$ cat src/sv/fud_pkg.sv
`default_nettype none

package fud_pkg;

   // Characters with a meaning of their own in a form body.
   localparam logic [7:0] CHAR_AMP   = 8'h26;
   localparam logic [7:0] CHAR_EQ    = 8'h3D;
   localparam logic [7:0] CHAR_PLUS  = 8'h2B;
   localparam logic [7:0] CHAR_PCT   = 8'h25;
   localparam logic [7:0] CHAR_SPACE = 8'h20;

   // Most results that one input byte can cause.
   localparam int MAX_RESULTS = 3;

   // One result beat.
   typedef struct packed {
      logic [7:0] out_byte;
      logic       has_byte;
      logic       is_value;
      logic       pair_end;
      logic       pair_ok;
      logic       run_last;
   } rsp_type;

   // All results of one input byte, in order, with their number.
   typedef struct packed {
      rsp_type [MAX_RESULTS-1:0] item;
      logic [1:0]                count;
   } bundle_type;

   // Status of the result serialiser seen by the top level.
   typedef struct packed {
      logic       free;
      logic [1:0] remaining;
   } ser_stat_type;

   // Hex digit value: bit 4 set when the byte is a hex digit.
   function automatic logic [4:0] hex_digit(input logic [7:0] c);
      logic [4:0] r;
      r = 5'd0;
      if (c >= 8'h30 && c <= 8'h39) begin
         r = {1'b1, 4'(c - 8'h30)};
      end else if (c >= 8'h61 && c <= 8'h66) begin
         r = {1'b1, 4'(c - 8'h57)};
      end else if (c >= 8'h41 && c <= 8'h46) begin
         r = {1'b1, 4'(c - 8'h37)};
      end
      return r;
   endfunction

   // In a value, '+' stands for a space.
   function automatic logic [7:0] plus_to_space(input logic [7:0] c);
      return (c == CHAR_PLUS) ? CHAR_SPACE : c;
   endfunction

endpackage

`default_nettype wire

$ cat src/sv/fud_req_if.sv
`default_nettype none

interface fud_req_if;
   logic       valid;
   logic       ready;
   logic [7:0] in_byte;
   logic       is_last;

   modport source (output valid, output in_byte, output is_last, input ready);
   modport sink   (input valid, input in_byte, input is_last, output ready);
endinterface

`default_nettype wire

$ cat src/sv/fud_rsp_if.sv
`default_nettype none

interface fud_rsp_if;
   logic       valid;
   logic       ready;
   logic [7:0] out_byte;
   logic       has_byte;
   logic       is_value;
   logic       pair_end;
   logic       pair_ok;
   logic       run_last;

   modport source (output valid, output out_byte, output has_byte, output is_value,
                   output pair_end, output pair_ok, output run_last, input ready);
   modport sink   (input valid, input out_byte, input has_byte, input is_value,
                   input pair_end, input pair_ok, input run_last, output ready);
endinterface

`default_nettype wire

$ cat src/sv/fud_decode.sv
`default_nettype none

module fud_decode (
   input  wire logic                clock,
   input  wire logic                reset,
   input  wire logic                advance,
   input  wire logic [7:0]          in_byte,
   input  wire logic                in_last,
   output fud_pkg::bundle_type      bundle
);

   // Escape phase codes.
   localparam logic [1:0] PH_NONE = 2'd0;
   localparam logic [1:0] PH_PCT  = 2'd1;
   localparam logic [1:0] PH_HELD = 2'd2;

   logic       in_value_ff, in_value_in;
   logic [1:0] phase_ff, phase_in;
   logic [7:0] held_ff, held_in;

   logic       amp;
   logic       close;
   logic [7:0] pb;
   logic [4:0] h1, h2;
   logic [7:0] esc_val;
   logic [1:0] nb;
   logic [7:0] b0, b1;

   // Work out the bytes of this beat and the next state of the segment.
   always_comb begin
      amp         = (in_byte == fud_pkg::CHAR_AMP);
      close       = amp || in_last;
      pb          = fud_pkg::plus_to_space(in_byte);
      h1          = fud_pkg::hex_digit(held_ff);
      h2          = fud_pkg::hex_digit(pb);
      in_value_in = in_value_ff;
      phase_in    = phase_ff;
      held_in     = held_ff;
      nb          = 2'd0;
      b0          = 8'd0;
      b1          = 8'd0;

      // Two hex digits give both nibbles, one gives its value, none gives zero.
      if (!h1[4]) begin
         esc_val = 8'd0;
      end else if (!h2[4]) begin
         esc_val = {4'd0, h1[3:0]};
      end else begin
         esc_val = {h1[3:0], h2[3:0]};
      end

      if (!in_value_ff) begin
         if (!amp) begin
            if (in_byte == fud_pkg::CHAR_EQ) begin
               in_value_in = 1'b1;
            end else begin
               nb = 2'd1;
               b0 = in_byte;
            end
         end
      end else begin
         unique case (phase_ff)
            PH_PCT: begin
               if (amp) begin
                  nb = 2'd1;
                  b0 = fud_pkg::CHAR_PCT;
               end else if (in_last) begin
                  nb = 2'd2;
                  b0 = fud_pkg::CHAR_PCT;
                  b1 = pb;
               end else begin
                  held_in  = pb;
                  phase_in = PH_HELD;
               end
            end
            PH_HELD: begin
               if (amp) begin
                  nb = 2'd2;
                  b0 = fud_pkg::CHAR_PCT;
                  b1 = held_ff;
               end else begin
                  nb       = 2'd1;
                  b0       = esc_val;
                  phase_in = PH_NONE;
                  held_in  = 8'd0;
               end
            end
            default: begin
               // No escape pending; the unused phase code behaves the same.
               if (!amp) begin
                  if (in_byte == fud_pkg::CHAR_PCT && !in_last) begin
                     phase_in = PH_PCT;
                  end else begin
                     nb = 2'd1;
                     b0 = (in_byte == fud_pkg::CHAR_PCT) ? fud_pkg::CHAR_PCT : pb;
                  end
               end
            end
         endcase
      end
   end

   // Lay the results out in order, pair end after the bytes.
   always_comb begin
      bundle = '0;
      if (nb != 2'd0) begin
         bundle.item[0].out_byte = b0;
         bundle.item[0].has_byte = 1'b1;
         bundle.item[0].is_value = in_value_ff;
      end
      if (nb == 2'd2) begin
         bundle.item[1].out_byte = b1;
         bundle.item[1].has_byte = 1'b1;
         bundle.item[1].is_value = in_value_ff;
      end
      if (close) begin
         bundle.item[nb].pair_end = 1'b1;
         bundle.item[nb].pair_ok  = in_value_in;
      end
      bundle.count = nb + {1'b0, close};
      if (bundle.count != 2'd0) begin
         bundle.item[bundle.count - 2'd1].run_last = 1'b1;
      end
   end

   // Segment state; a closed segment starts again from the key phase.
   always_ff @(posedge clock) begin
      if (reset) begin
         in_value_ff <= 1'b0;
         phase_ff    <= PH_NONE;
         held_ff     <= 8'd0;
      end else if (advance) begin
         if (close) begin
            in_value_ff <= 1'b0;
            phase_ff    <= PH_NONE;
            held_ff     <= 8'd0;
         end else begin
            in_value_ff <= in_value_in;
            phase_ff    <= phase_in;
            held_ff     <= held_in;
         end
      end
   end

endmodule

`default_nettype wire

$ cat src/sv/fud_serialiser.sv
`default_nettype none

module fud_serialiser (
   input  wire logic                  clock,
   input  wire logic                  reset,
   input  wire logic                  load,
   input  wire fud_pkg::bundle_type   bundle,
   input  wire logic                  rsp_ready,
   output logic                       rsp_valid,
   output fud_pkg::rsp_type           rsp_item,
   output fud_pkg::ser_stat_type      stat
);

   fud_pkg::rsp_type [fud_pkg::MAX_RESULTS-1:0] items_ff;
   logic [1:0] remaining_ff;
   logic [1:0] idx_ff;
   logic       beat;

   // Present the current result and report when the register can take more.
   always_comb begin
      rsp_valid      = (remaining_ff != 2'd0);
      rsp_item       = items_ff[idx_ff];
      beat           = rsp_valid && rsp_ready;
      stat.remaining = remaining_ff;
      stat.free      = (remaining_ff == 2'd0) || (remaining_ff == 2'd1 && rsp_ready);
   end

   // Count the results of the held byte out one beat at a time.
   always_ff @(posedge clock) begin
      if (reset) begin
         remaining_ff <= 2'd0;
         idx_ff       <= 2'd0;
      end else if (load) begin
         remaining_ff <= bundle.count;
         idx_ff       <= 2'd0;
      end else if (beat) begin
         remaining_ff <= remaining_ff - 2'd1;
         idx_ff       <= idx_ff + 2'd1;
      end
   end

   // Result payload.
   always_ff @(posedge clock) begin
      if (load) begin
         items_ff <= bundle.item;
      end
   end

endmodule

`default_nettype wire

$ cat src/sv/form_urlencoded_decoder.sv
// Path: an accepted byte waits in the input register until its results load the
// result register. Throughput: one byte per cycle while each byte causes at most
// one result and the receiver is ready; a byte with two or three results (cut-off
// escape, segment end) holds the result register and the input for that many beats.
// Reset: synchronous and active high; it empties both registers and returns the
// decoder to the key phase with no escape pending.
`default_nettype none

module form_urlencoded_decoder (
   input  wire logic    clock,
   input  wire logic    reset,
   fud_req_if.sink      req_chan,
   fud_rsp_if.source    rsp_chan
);

   logic       in_valid_ff;
   logic [7:0] in_byte_ff;
   logic       in_last_ff;
   logic       advance;

   fud_pkg::bundle_type   bundle;
   fud_pkg::rsp_type      rsp_item;
   fud_pkg::ser_stat_type ser_stat;
   logic                  rsp_valid;

   // A held byte moves on once the result register is free.
   assign advance        = in_valid_ff && ser_stat.free;
   assign req_chan.ready = !in_valid_ff || advance;

   // Input register.
   always_ff @(posedge clock) begin
      if (reset) begin
         in_valid_ff <= 1'b0;
      end else if (req_chan.ready) begin
         in_valid_ff <= req_chan.valid;
      end
   end

   always_ff @(posedge clock) begin
      if (req_chan.ready && req_chan.valid) begin
         in_byte_ff <= req_chan.in_byte;
         in_last_ff <= req_chan.is_last;
      end
   end

   fud_decode u_decode (
      .clock   (clock),
      .reset   (reset),
      .advance (advance),
      .in_byte (in_byte_ff),
      .in_last (in_last_ff),
      .bundle  (bundle)
   );

   fud_serialiser u_serialiser (
      .clock     (clock),
      .reset     (reset),
      .load      (advance),
      .bundle    (bundle),
      .rsp_ready (rsp_chan.ready),
      .rsp_valid (rsp_valid),
      .rsp_item  (rsp_item),
      .stat      (ser_stat)
   );

   // Result channel.
   assign rsp_chan.valid    = rsp_valid;
   assign rsp_chan.out_byte = rsp_item.out_byte;
   assign rsp_chan.has_byte = rsp_item.has_byte;
   assign rsp_chan.is_value = rsp_item.is_value;
   assign rsp_chan.pair_end = rsp_item.pair_end;
   assign rsp_chan.pair_ok  = rsp_item.pair_ok;
   assign rsp_chan.run_last = rsp_item.run_last;

`ifndef SYNTHESIS
   // The last result of a byte is exactly the last one held in the register.
   assert property (@(posedge clock) disable iff (reset)
      rsp_chan.valid |-> (rsp_chan.run_last == (ser_stat.remaining == 2'd1)))
      else $error("run_last does not match the last held result");

   // A byte waiting on a busy result register blocks the input.
   assert property (@(posedge clock) disable iff (reset)
      (in_valid_ff && !ser_stat.free) |-> !req_chan.ready)
      else $error("input taken while the held byte is stuck");

   // Nothing is offered in the cycle after reset.
   assert property (@(posedge clock)
      $past(reset) |-> !rsp_chan.valid)
      else $error("result offered straight after reset");
`endif

endmodule

`default_nettype wire

$ cat src/flat_wrapper.sv
// flat-port wrapper written by rule: the top's interface ports become plain ports
module form_urlencoded_decoder_flat 
  (clock, reset, req_chan_valid, req_chan_in_byte, req_chan_is_last, req_chan_ready, rsp_chan_valid, rsp_chan_out_byte, rsp_chan_has_byte, rsp_chan_is_value, rsp_chan_pair_end, rsp_chan_pair_ok, rsp_chan_run_last, rsp_chan_ready);
  fud_req_if req_chan_i ();
  fud_rsp_if rsp_chan_i ();
  input  wire logic clock;
  input  wire logic reset;
  input wire logic [$bits(req_chan_i.valid)-1:0] req_chan_valid;
  input wire logic [$bits(req_chan_i.in_byte)-1:0] req_chan_in_byte;
  input wire logic [$bits(req_chan_i.is_last)-1:0] req_chan_is_last;
  output wire logic [$bits(req_chan_i.ready)-1:0] req_chan_ready;
  output wire logic [$bits(rsp_chan_i.valid)-1:0] rsp_chan_valid;
  output wire logic [$bits(rsp_chan_i.out_byte)-1:0] rsp_chan_out_byte;
  output wire logic [$bits(rsp_chan_i.has_byte)-1:0] rsp_chan_has_byte;
  output wire logic [$bits(rsp_chan_i.is_value)-1:0] rsp_chan_is_value;
  output wire logic [$bits(rsp_chan_i.pair_end)-1:0] rsp_chan_pair_end;
  output wire logic [$bits(rsp_chan_i.pair_ok)-1:0] rsp_chan_pair_ok;
  output wire logic [$bits(rsp_chan_i.run_last)-1:0] rsp_chan_run_last;
  input wire logic [$bits(rsp_chan_i.ready)-1:0] rsp_chan_ready;
  assign req_chan_i.valid = req_chan_valid;
  assign req_chan_i.in_byte = req_chan_in_byte;
  assign req_chan_i.is_last = req_chan_is_last;
  assign req_chan_ready = req_chan_i.ready;
  assign rsp_chan_valid = rsp_chan_i.valid;
  assign rsp_chan_out_byte = rsp_chan_i.out_byte;
  assign rsp_chan_has_byte = rsp_chan_i.has_byte;
  assign rsp_chan_is_value = rsp_chan_i.is_value;
  assign rsp_chan_pair_end = rsp_chan_i.pair_end;
  assign rsp_chan_pair_ok = rsp_chan_i.pair_ok;
  assign rsp_chan_run_last = rsp_chan_i.run_last;
  assign rsp_chan_i.ready = rsp_chan_ready;
  form_urlencoded_decoder u_core (.clock(clock), .reset(reset), .req_chan(req_chan_i), .rsp_chan(rsp_chan_i));
endmodule
$ cat config.mk
export PLATFORM = sky130hd
export DESIGN_NAME = form_urlencoded_decoder_flat
export DESIGN_NICKNAME = d
export VERILOG_FILES = /design/src/sv/fud_pkg.sv /design/src/sv/fud_req_if.sv /design/src/sv/fud_rsp_if.sv /design/src/sv/fud_decode.sv /design/src/sv/fud_serialiser.sv /design/src/sv/form_urlencoded_decoder.sv /design/src/flat_wrapper.sv
export SDC_FILE = /design/constraint.sdc
export NUM_CORES = 1
export LEC_CHECK = 0
export BUFFER_PORTS_ARGS = -buffer_cell sky130_fd_sc_hd__clkbuf_2
export CAP_MARGIN = 20
export CORE_ASPECT_RATIO = 1.2
export CORE_MARGIN = 3
export CORE_UTILIZATION = 61
export CTS_CLUSTER_SIZE = 12
export DETAILED_ROUTE_END_ITERATION = 12
export HOLD_SLACK_MARGIN = 0.1
export PLACE_DENSITY = 0.86
export SLEW_MARGIN = 10
export SYNTH_ARGS = -nofsm -noshare
export SYNTH_HDL_FRONTEND = slang
export SYNTH_HIERARCHICAL = 1
export SYNTH_SLANG_ARGS = --single-unit
$ cat constraint.sdc
create_clock -name clock -period 5.7 [get_ports clock]
set_input_delay 0.57 -clock clock [delete_from_list [all_inputs] [get_ports clock]]
set_output_delay 0.57 -clock clock [all_outputs]
set_load 0.005 [all_outputs]
Word-level counts from Yosys, hierarchy flattened

Cells that the tools add are included.

$add $sub $neg: 10
Magnitude comparators: 17
Equal/unequal tests: 11
Muxes and demuxes: 67
Reduce and logical (&&, ||, !) cells: 29

Operator list:

| kind                                                                                | number |
|---|---|
| 8-bit 2-to-1 mux                                                                    | 18 |
| 39-bit bitwise mux                                                                  | 3 |
| 13-bit demux with 2-bit select                                                      | 3 |
| 39-bit 2-to-1 mux                                                                   | 2 |
| 8-bit one-hot mux with 2 select lines                                               | 3 |
| 8-bit by 6-bit equality test with 1-bit output, second input constant               | 4 |
| 8-bit by 7-bit greater-or-equal comparator with 1-bit output, second input constant | 4 |
| 8-bit by 7-bit <= comparator with 1-bit output, second input constant               | 4 |
| 5-bit 2-to-1 mux                                                                    | 6 |
| 2-bit 2-to-1 mux                                                                    | 14 |
| 13-bit binary-select mux with 2-bit select                                          | 1 |
| 10-bit 2-to-1 mux                                                                   | 2 |
| 8-bit by 6-bit greater-or-equal comparator with 1-bit output, second input constant | 2 |
| 8-bit by 6-bit <= comparator with 1-bit output, second input constant               | 2 |
| 4-bit by 3-bit subtractor with 4-bit output, second input constant                  | 4 |
| 1-bit logical AND                                                                   | 13 |
| 13-bit 2-to-1 mux                                                                   | 1 |
| 6-bit 2-to-1 mux                                                                    | 2 |
| 5-bit AND reduction                                                                 | 2 |
| 2-bit nonzero test                                                                  | 5 |
| 2-bit by 3-bit < comparator with 1-bit output, second input constant                | 3 |
| 1-bit 2-to-1 mux                                                                    | 9 |
| 2-bit one-hot mux with 2 select lines                                               | 2 |
| 4-bit by 1-bit subtractor with 4-bit output, second input constant                  | 2 |
| 15 further kinds                                                                    | 23 |

Register bits after elaboration: 64
Input bits: 13

Logic depth before layout (Yosys ltp)

Gate-level depths: netlist (run 1).

Depth after elaboration: 18
Gate-level depth with buffers: 12
Depth with buffers taken out: 11

Hierarchy

The synthesis (run 1) kept the hierarchy.

Modules (own cells, without submodules):

| module                  | instances | cells each | area each (µm²) | sequential area each (µm²) |
|---|---|---|---|---|
| fud_serialiser          | 1         | 109        | 1675.4          | 1251.2 |
| fud_decode              | 1         | 234        | 1641.6          | 220.2 |
| form_urlencoded_decoder | 1         | 15         | 332.8           | 290.3 |

Worst setup path before layout (run 1)

Ideal clock, no wire load.

Path type: register to register
Start point: register u_core.in_byte_ff[0]
End point: register u_core/u_serialiser/items_ff[26] in the netlist's numbering (data pin)
Setup time: 264 ps
Data arrival time: 2227 ps
Path slack: 3210 ps
Cell stages (with the launch flop): 11
Clock period less this slack: 2490 ps
Cells stage by stage: edfxtp_1 > clkbuf_1 > inv_1 > ha_1 > nand4bb_1 > or4_1 > o221ai_2 > nor2_1 > ha_1 > xnor2_1 > nor2b_1

RTL lines:

| element                | line                          | source |
|---|---|---|
| start, declared        | form_urlencoded_decoder.sv:17 | `logic [7:0] in_byte_ff;` |
| start signal, assigned | form_urlencoded_decoder.sv:41 | `in_byte_ff <= req_chan.in_byte;` |
| end signal, assigned   | fud_serialiser.sv:45          | `items_ff <= bundle.item;` |
| end, declared          | fud_serialiser.sv:14          | `fud_pkg::rsp_type [fud_pkg::MAX_RESULTS-1:0] items_ff;` |

==> results of run 1 <==
## report_power, final
part	internal (µW)	leakage (µW)	switching [µW]
sequential	555	0.000582	38.8
combinational	83.3	0.000708	104
clock	289	0.000116	174
total	927	0.00141	317
## final timing paths
kind	start	cells past startpoint	end	slack, ns
setup / recovery	u_core/in_byte_ff[0]	9	u_core/u_serialiser/items_ff[26]	2.73
hold / removal	req_chan_in_byte[6]	1	u_core/in_byte_ff[6]	0.40
setup reg to reg	u_core/in_byte_ff[0]	9	u_core/u_serialiser/items_ff[26]	2.73
hold reg to reg	u_core/u_decode/held_ff[6]	2	u_core/u_decode/held_ff[6]	0.50
## metal layers
layer / GRT usage (%) / vias up / share of wire [%]
li1: - / 1345 / -
met1: 29.37 / 1275 / 45
met2: 37.98 / 93 / 48
met3: 4.790 / 19 / 4.6
met4: 10.73 / 0 / 2.9
met5: 0 / - / 0
## registers in the layout, summed over array words and instances (netlist names)
| register | flops |
|---|---|
| u_core/in_last_ff | 1 |
| u_core/u_decode/in_value_ff | 1 |
| u_core/u_decode/held_ff | 8 |
| u_core/u_serialiser/items_ff | 39 |
| u_core/in_byte_ff | 8 |
| u_core/u_decode/phase_ff | 2 |
| u_core/u_serialiser/idx_ff | 2 |
| u_core/u_serialiser/remaining_ff | 2 |
| u_core/in_valid_ff | 1 |
## cell usage in the layout (no fill, tap or decap), types with 3 or more instances in the layout
| cell | instances |
|---|---|
| ha_1 | 12 |
| nor2_1 | 23 |
| nor3_1 | 4 |
| a22oi_1 | 7 |
| or3_1 | 3 |
| nand2b_1 | 5 |
| nand4_1 | 6 |
| o21ai_0 | 19 |
| nor4_1 | 4 |
| clkbuf_2 | 27 |
| nand3_1 | 14 |
| o2111ai_1 | 3 |
| nand2_1 | 37 |
| and2_1 | 4 |
| bufinv_16 | 3 |
| a31oi_1 | 7 |
| conb_1 | 10 |
| or2_2 | 3 |
| xnor2_1 | 3 |
| dfxtp_1 | 16 |
| mux2i_1 | 13 |
| nor2b_1 | 4 |
| edfxtp_1 | 48 |
| inv_1 | 22 |
| clkbuf_8 | 9 |
| a21oi_1 | 23 |
## cells by family after synthesis
family / share of synthesized area [%]
XOR/XNOR: 0.9601
multiplexers: 3.565
flip-flops: 48.27
adder cells (fa/ha/maj): 4.114
buffers and inverters: 6.856
AO/OA/AOI/OAI: 16.63
AND/OR/NAND/NOR: 19.51
other: 0.1027
## stage by stage
step / hold WS (ns) / instances
floorplan: 0.4446 / 367
finish: 0.4038 / 467
detailed placement: 0.4860 / 450
global placement: 0.4853 / 450
CTS: 0.3920 / 466
global route: 0.3890 / 467
## area by class of cell
type                            instances  area, µm²
Tap cell                               80      100.1
Multi-Input combinational cell        255       1672
Fill cell                             459       1729
Clock inverter                          6      107.6
Clock buffer                           10      127.6
Inverter                               24      90.09
Sequential cell                        64       1762
Timing Repair Buffer                   28      155.1
==> results.yml, run 1 <==
routing:
  drc: 0
  routedWlPerCell_um: 16.84
  antenna_left: 0
  drt_pass1_iterations: 4
  via_per_inst: 5.850
  drt_iter0_drc: 187
  wl_um: 7865
  vias: 2732
cells_and_area:
  postLayoutCellArea_um2: 4014
  layout-drive-gt1-share_pct: 17.57
  utilization_pct: 69.89
  antennaDiodeCount: 0
  syn2layout_area_growth_pct: 9.976
  nets: 407
clocking:
  insertion_delay_ns: 0.34
  cts_inserted_buffers: 9
  cts_tree: "done"
  clockRootBuffer: "clkbuf_8"
  htree_levels: 3
  post_cts_buffers: 0
  cts_resized: 0
  clock_sinks: 64
  hold_buffers: 0
  clockBufferDepth: 2
  clkTransAtPathRegs_ns: 0.07
synthesis:
  synth_top_area_share_pct: 39.49
  yosys-top-cells-area: "edfxtp_1 39%, dfxtp_1 8.8%, ha_1 4.1%"
  ys_seq_area_share_pct: 48.27
  yosys_warnings: 6
  synthCells: 358
  synthesis.area_um2: 3650
  yosys-top-cells-count: "48 x edfxtp_1, 37 x nand2_1, 23 x a21oi_1, 23 x nor2_1, 22 x inv_1"
  ys_seq_elements: 64
  synth_cell_type_count: 71
  ys.flop_type: "edfxtp_1"
  synth.largest_area_cell: "edfxtp_1"
  synth-edff-count: 48
  syn_avg_cell_area_um2: 10.19
  async_flop_share_pct: 0
  post-synth-top-count-cell: "edfxtp_1"
grt:
  grt_pass1_wl_um: 12710
  grt_pass1_vias: 2620
  grt_max_degree: 55
  grt-ovfl-total: 0
  grt_usage_pct: 23.18
  antenna_found_initial: 0
run:
  maxCapViolCount: 0
timing:
  worst_slack_ns: 2.735
  finalSetupTns_ns: 0
  fin_crit_sh_pct: 52.02
  rsz0062_at_grt: "no"
  fin_crit_ns: 2.965
  fin_skew_ns: 0.007234
  fmax_ghz: 0.3372
  finalSetupViolCount: 0
  drv_slew: 0
  tightest_slew_ns: 0.8971
  hold_violations: 0
  max_slew_margin_pct: 40.11
place:
  place_ws_ns: 2.851
  dp_hpwl_um: 5596
  port_buffers: 27
  placed_cell_area_um2: 3759
  gp_congestion: 0.9209
floorplan:
  io_pins: 28
  coreArea_um2: 5743
  num_rows: 30
  initial_utilization_pct: 63.55
  die-area_um2: 6951
  die_w_um: 76.61
  die_h_um: 90.74
setup_path:
  crit_required_ns: 5.77
  worst_ep_arrival_time_ns: 3.04
  critical_path.cell_chain: "inv_1 -> ha_1 -> nand4bb_1 -> nor2_1 -> nor2_2 -> clkinv_1 -> ha_1 -> xnor2_1 -> nor2b_1"
  max_stage_delay_ns: 0.59
  critical_path_class: "flop to flop"
  end_kind: "flop"
  cp_max_fo: 11
  cp_slowest_cell: "edfxtp_1"
  crit_path_start_kind: "flop"
  crit_family: "simple AND/OR/NAND/NOR gates"
  cpMostUsedCell: "ha_1"
  cp.buffers_inverters: 2
power_and_ir_drop:
  p_total_uw: 1244
  peakVddDrop_v: 0.0001577
  p_leak_uw: 0.001406
  power_density_nw_per_um2: 309.8
worst_hold_path:
  hp-class: "primary input to flop"
status:
  status: "completed"
Note: power is estimated with default switching activity, not from simulation.
==> run 2: changes to the inputs <==
--- a/config.mk
+++ b/config.mk
@@ -5,15 +5,16 @@
 export SDC_FILE = /design/constraint.sdc
 export NUM_CORES = 1
 export LEC_CHECK = 0
+export ABC_AREA = 1
 export BUFFER_PORTS_ARGS = -buffer_cell sky130_fd_sc_hd__clkbuf_2
 export CAP_MARGIN = 20
 export CORE_ASPECT_RATIO = 1.2
 export CORE_MARGIN = 3
-export CORE_UTILIZATION = 61
+export CORE_UTILIZATION = 55
 export CTS_CLUSTER_SIZE = 12
 export DETAILED_ROUTE_END_ITERATION = 12
 export HOLD_SLACK_MARGIN = 0.1
-export PLACE_DENSITY = 0.86
+export PLACE_DENSITY = 0.82
 export SLEW_MARGIN = 10
 export SYNTH_ARGS = -nofsm -noshare
 export SYNTH_HDL_FRONTEND = slang
==> constraint.sdc (replaced) <==
create_clock -name clock -period 2.6 [get_ports clock]
set_input_delay 0.26 -clock clock [delete_from_list [all_inputs] [get_ports clock]]
set_output_delay 0.26 -clock clock [all_outputs]
set_load 0.005 [all_outputs]
==> results.yml, run 2 <==
routing:
  via_per_inst: 5.370
  antenna_left: 0
  drt_pass1_iterations: 7
  vias: 3061
  drt_iter0_drc: 199
  wl_um: 8869
  drc: 0
  routedWlPerCell_um: 15.56
synthesis:
  post-synth-top-count-cell: "nand2_1"
  async_flop_share_pct: 0
  yosys-top-cells-area: "edfxtp_1 39%, dfxtp_1 8.7%, nand2_1 6.8%"
  synth_top_area_share_pct: 39.24
  ys_seq_area_share_pct: 47.96
  synth-edff-count: 48
  syn_avg_cell_area_um2: 8.484
  yosys_warnings: 6
  synthCells: 433
  ys.flop_type: "edfxtp_1"
  synthesis.area_um2: 3674
  synth_cell_type_count: 43
  synth.largest_area_cell: "edfxtp_1"
  ys_seq_elements: 64
  yosys-top-cells-count: "67 x nand2_1, 62 x nor2_1, 52 x inv_1"
setup_path:
  worst_ep_arrival_time_ns: 2.66
  crit_required_ns: 2.89
  crit_path_start_kind: "flop"
  critical_path_class: "flop to flop"
  end_kind: "flop"
  cp_max_fo: 9
worst_hold_path:
  hp-class: "primary input to flop"
timing:
  hold_violations: 0
  finalSetupTns_ns: 0
  fin_crit_sh_pct: 91.08
  max_slew_margin_pct: 61.43
  rsz0062_at_grt: "no"
  finalSetupViolCount: 0
  tightest_slew_ns: 0.5777
  fin_skew_ns: 0.009656
  drv_slew: 0
  fmax_ghz: 0.4223
  fin_crit_ns: 2.368
clocking:
  cts_resized: 0
  htree_levels: 3
  clkTransAtPathRegs_ns: 0.08
  insertion_delay_ns: 0.35
  cts_inserted_buffers: 9
  clockBufferDepth: 2
  cts_tree: "done"
  clockRootBuffer: "clkbuf_8"
  clock_sinks: 64
cells_and_area:
  multi_input_area_um2: 1569
  antennaDiodeCount: 0
  final_cell_mix: "67 x nand2_1, 62 x nor2_1, 52 x inv_1"
  final_cells: 570
  num-fill-cells: 546
  top_register: "u_core/u_serialiser/items_ff"
  nets: 505
  seq_area_um2: 1762
  largest_register_ffs: 39
  layout-drive-gt1-share_pct: 18.14
  largestRegisters: "u_core/u_serialiser/items_ff x39, u_core/in_byte_ff x8, u_core/u_decode/held_ff x8"
  final_common_cell: "nand2_1"
  syn2layout_area_growth_pct: 14.92
floorplan:
  die_w_um: 80.61
  die_h_um: 95.53
  io_pins: 28
  die-area_um2: 7700
  coreArea_um2: 6446
  initial_utilization_pct: 56.99
  num_rows: 32
grt:
  antenna_found_initial: 0
  grt_pass1_wl_um: 14230
  grt-ovfl-total: 0
  grt_pass1_vias: 2951
  grt_max_degree: 28
  grt_usage_pct: 24.84
place:
  place_inst: 543
  gp_congestion: 0.9279
  dp_hpwl_um: 6492
  port_buffers: 27
status:
  status: "completed"
power_and_ir_drop:
  peakVddDrop_v: 0.0004567
  p_total_uw: 2884
  power_density_nw_per_um2: 683.1
  p_leak_uw: 0.001857
run:
  maxCapViolCount: 0
-- run 2: cell count changes in the layout (fill, tap and decap cells not counted), sizes merged, moves of 9 or more --
| cell | previous run | this run |
|---|---|---|
| nor2 | 24 | 66 |
| buf | 1 | 10 |
| dlygate4sd3 | 0 | 9 |
| inv | 23 | 62 |
| o21ai | 21 | 43 |
| nand3 | 14 | 35 |
| nand2 | 37 | 77 |
| mux2i | 13 | 0 |
-- run 2: per-layer routing --
layer	GRT usage [%]	wire length, µm	up-vias
li1	-	-	1520
met2	44.41	4656	92
met4	12.54	337	0
met5	0	0	-
met3	4.631	399	25
met1	28.03	3475	1424
-- run 2: worst paths after layout --
check | depth (start not counted) | endpoint | slack (ns) | startpoint
worst min-delay path | 3 | u_core/in_valid_ff | 0.17 | req_chan_valid
worst max register to register | 15 | u_core/u_serialiser/remaining_ff[1] | 0.23 | u_core/in_byte_ff[0]
worst max-delay path | 15 | u_core/u_serialiser/remaining_ff[1] | 0.23 | u_core/in_byte_ff[0]
worst min register to register | 2 | u_core/in_valid_ff | 0.50 | u_core/in_valid_ff
-- run 2: per-stage QoR --
step / utilization, % / worst slack [ns] / hold WS, ns / cell area (µm²)
6_report: 65.49 / 0.2320 / 0.1666 / 4222
2_1_floorplan: - / 0.1894 / 0.3224 / 3707
4_1_cts: 65.26 / 0.2456 / 0.1562 / 4207
5_1_grt: 65.49 / 0.01793 / 0.1863 / 4222
3_3_place_gp: 59.94 / 0.3308 / 0.4373 / 3864
3_5_place_dp: 59.94 / 0.2577 / 0.4386 / 3864
-- run 2: area by class of cell --
| cell class | instances | share of cell area, % |
|---|---|---|
| Timing Repair Buffer | 46 | 7.113 |
| Inverter | 61 | 5.483 |
| Clock buffer | 10 | 3.260 |
| Tap cell | 85 | 2.519 |
| Multi-Input combinational cell | 298 | 37.17 |
| Sequential cell | 64 | 41.73 |
| Clock inverter | 6 | 2.727 |
-- run 2: worst max-delay path: stages (launching register included) --
cell and delay (ns):
edfxtp_1 0.46, inv_1 0.18, ha_1 0.17, inv_1 0.05, nor2_2 0.14, nand2_4 0.13
nand2_1 0.12, o211ai_2 0.10, nand3_2 0.14, inv_1 0.09, ha_1 0.23, xnor2_2 0.21
nor2_1 0.07, nor2_1 0.08, nand2_1 0.06, nor2_1 0.08
-- run 2: repair_timing --
action / 4_1_cts / 5_1_grt
hold buffers: 9 / 0
endpoints found under the setup margin: 0 / 1
hold endpoints to repair: 9 / 0
buffers inserted: 0 / 2
-- run 2: report_power, final --
part | internal (µW) | total, µW | switching (µW) | leakage [µW]
combinational | 185 | 515 | 330 | 0.00115
clock | 668 | 1080 | 415 | 0.000123
sequential | 1220 | 1280 | 69.4 | 0.000584
total | 2070 | 2880 | 815 | 0.00186
-- run 2: cells by family (layout without fill, tap and decap cells) --
logic type	count (synthesis)	after routing	share of synthesized area (%)
AO/OA/AOI/OAI	86	86	13.93
flip-flops	64	64	47.96
buffers and inverters	80	123	10.25
XOR/XNOR	3	3	0.9198
adder cells (fa/ha/maj)	12	12	4.087
other	1	10	0.1021
AND/OR/NAND/NOR	187	187	22.75
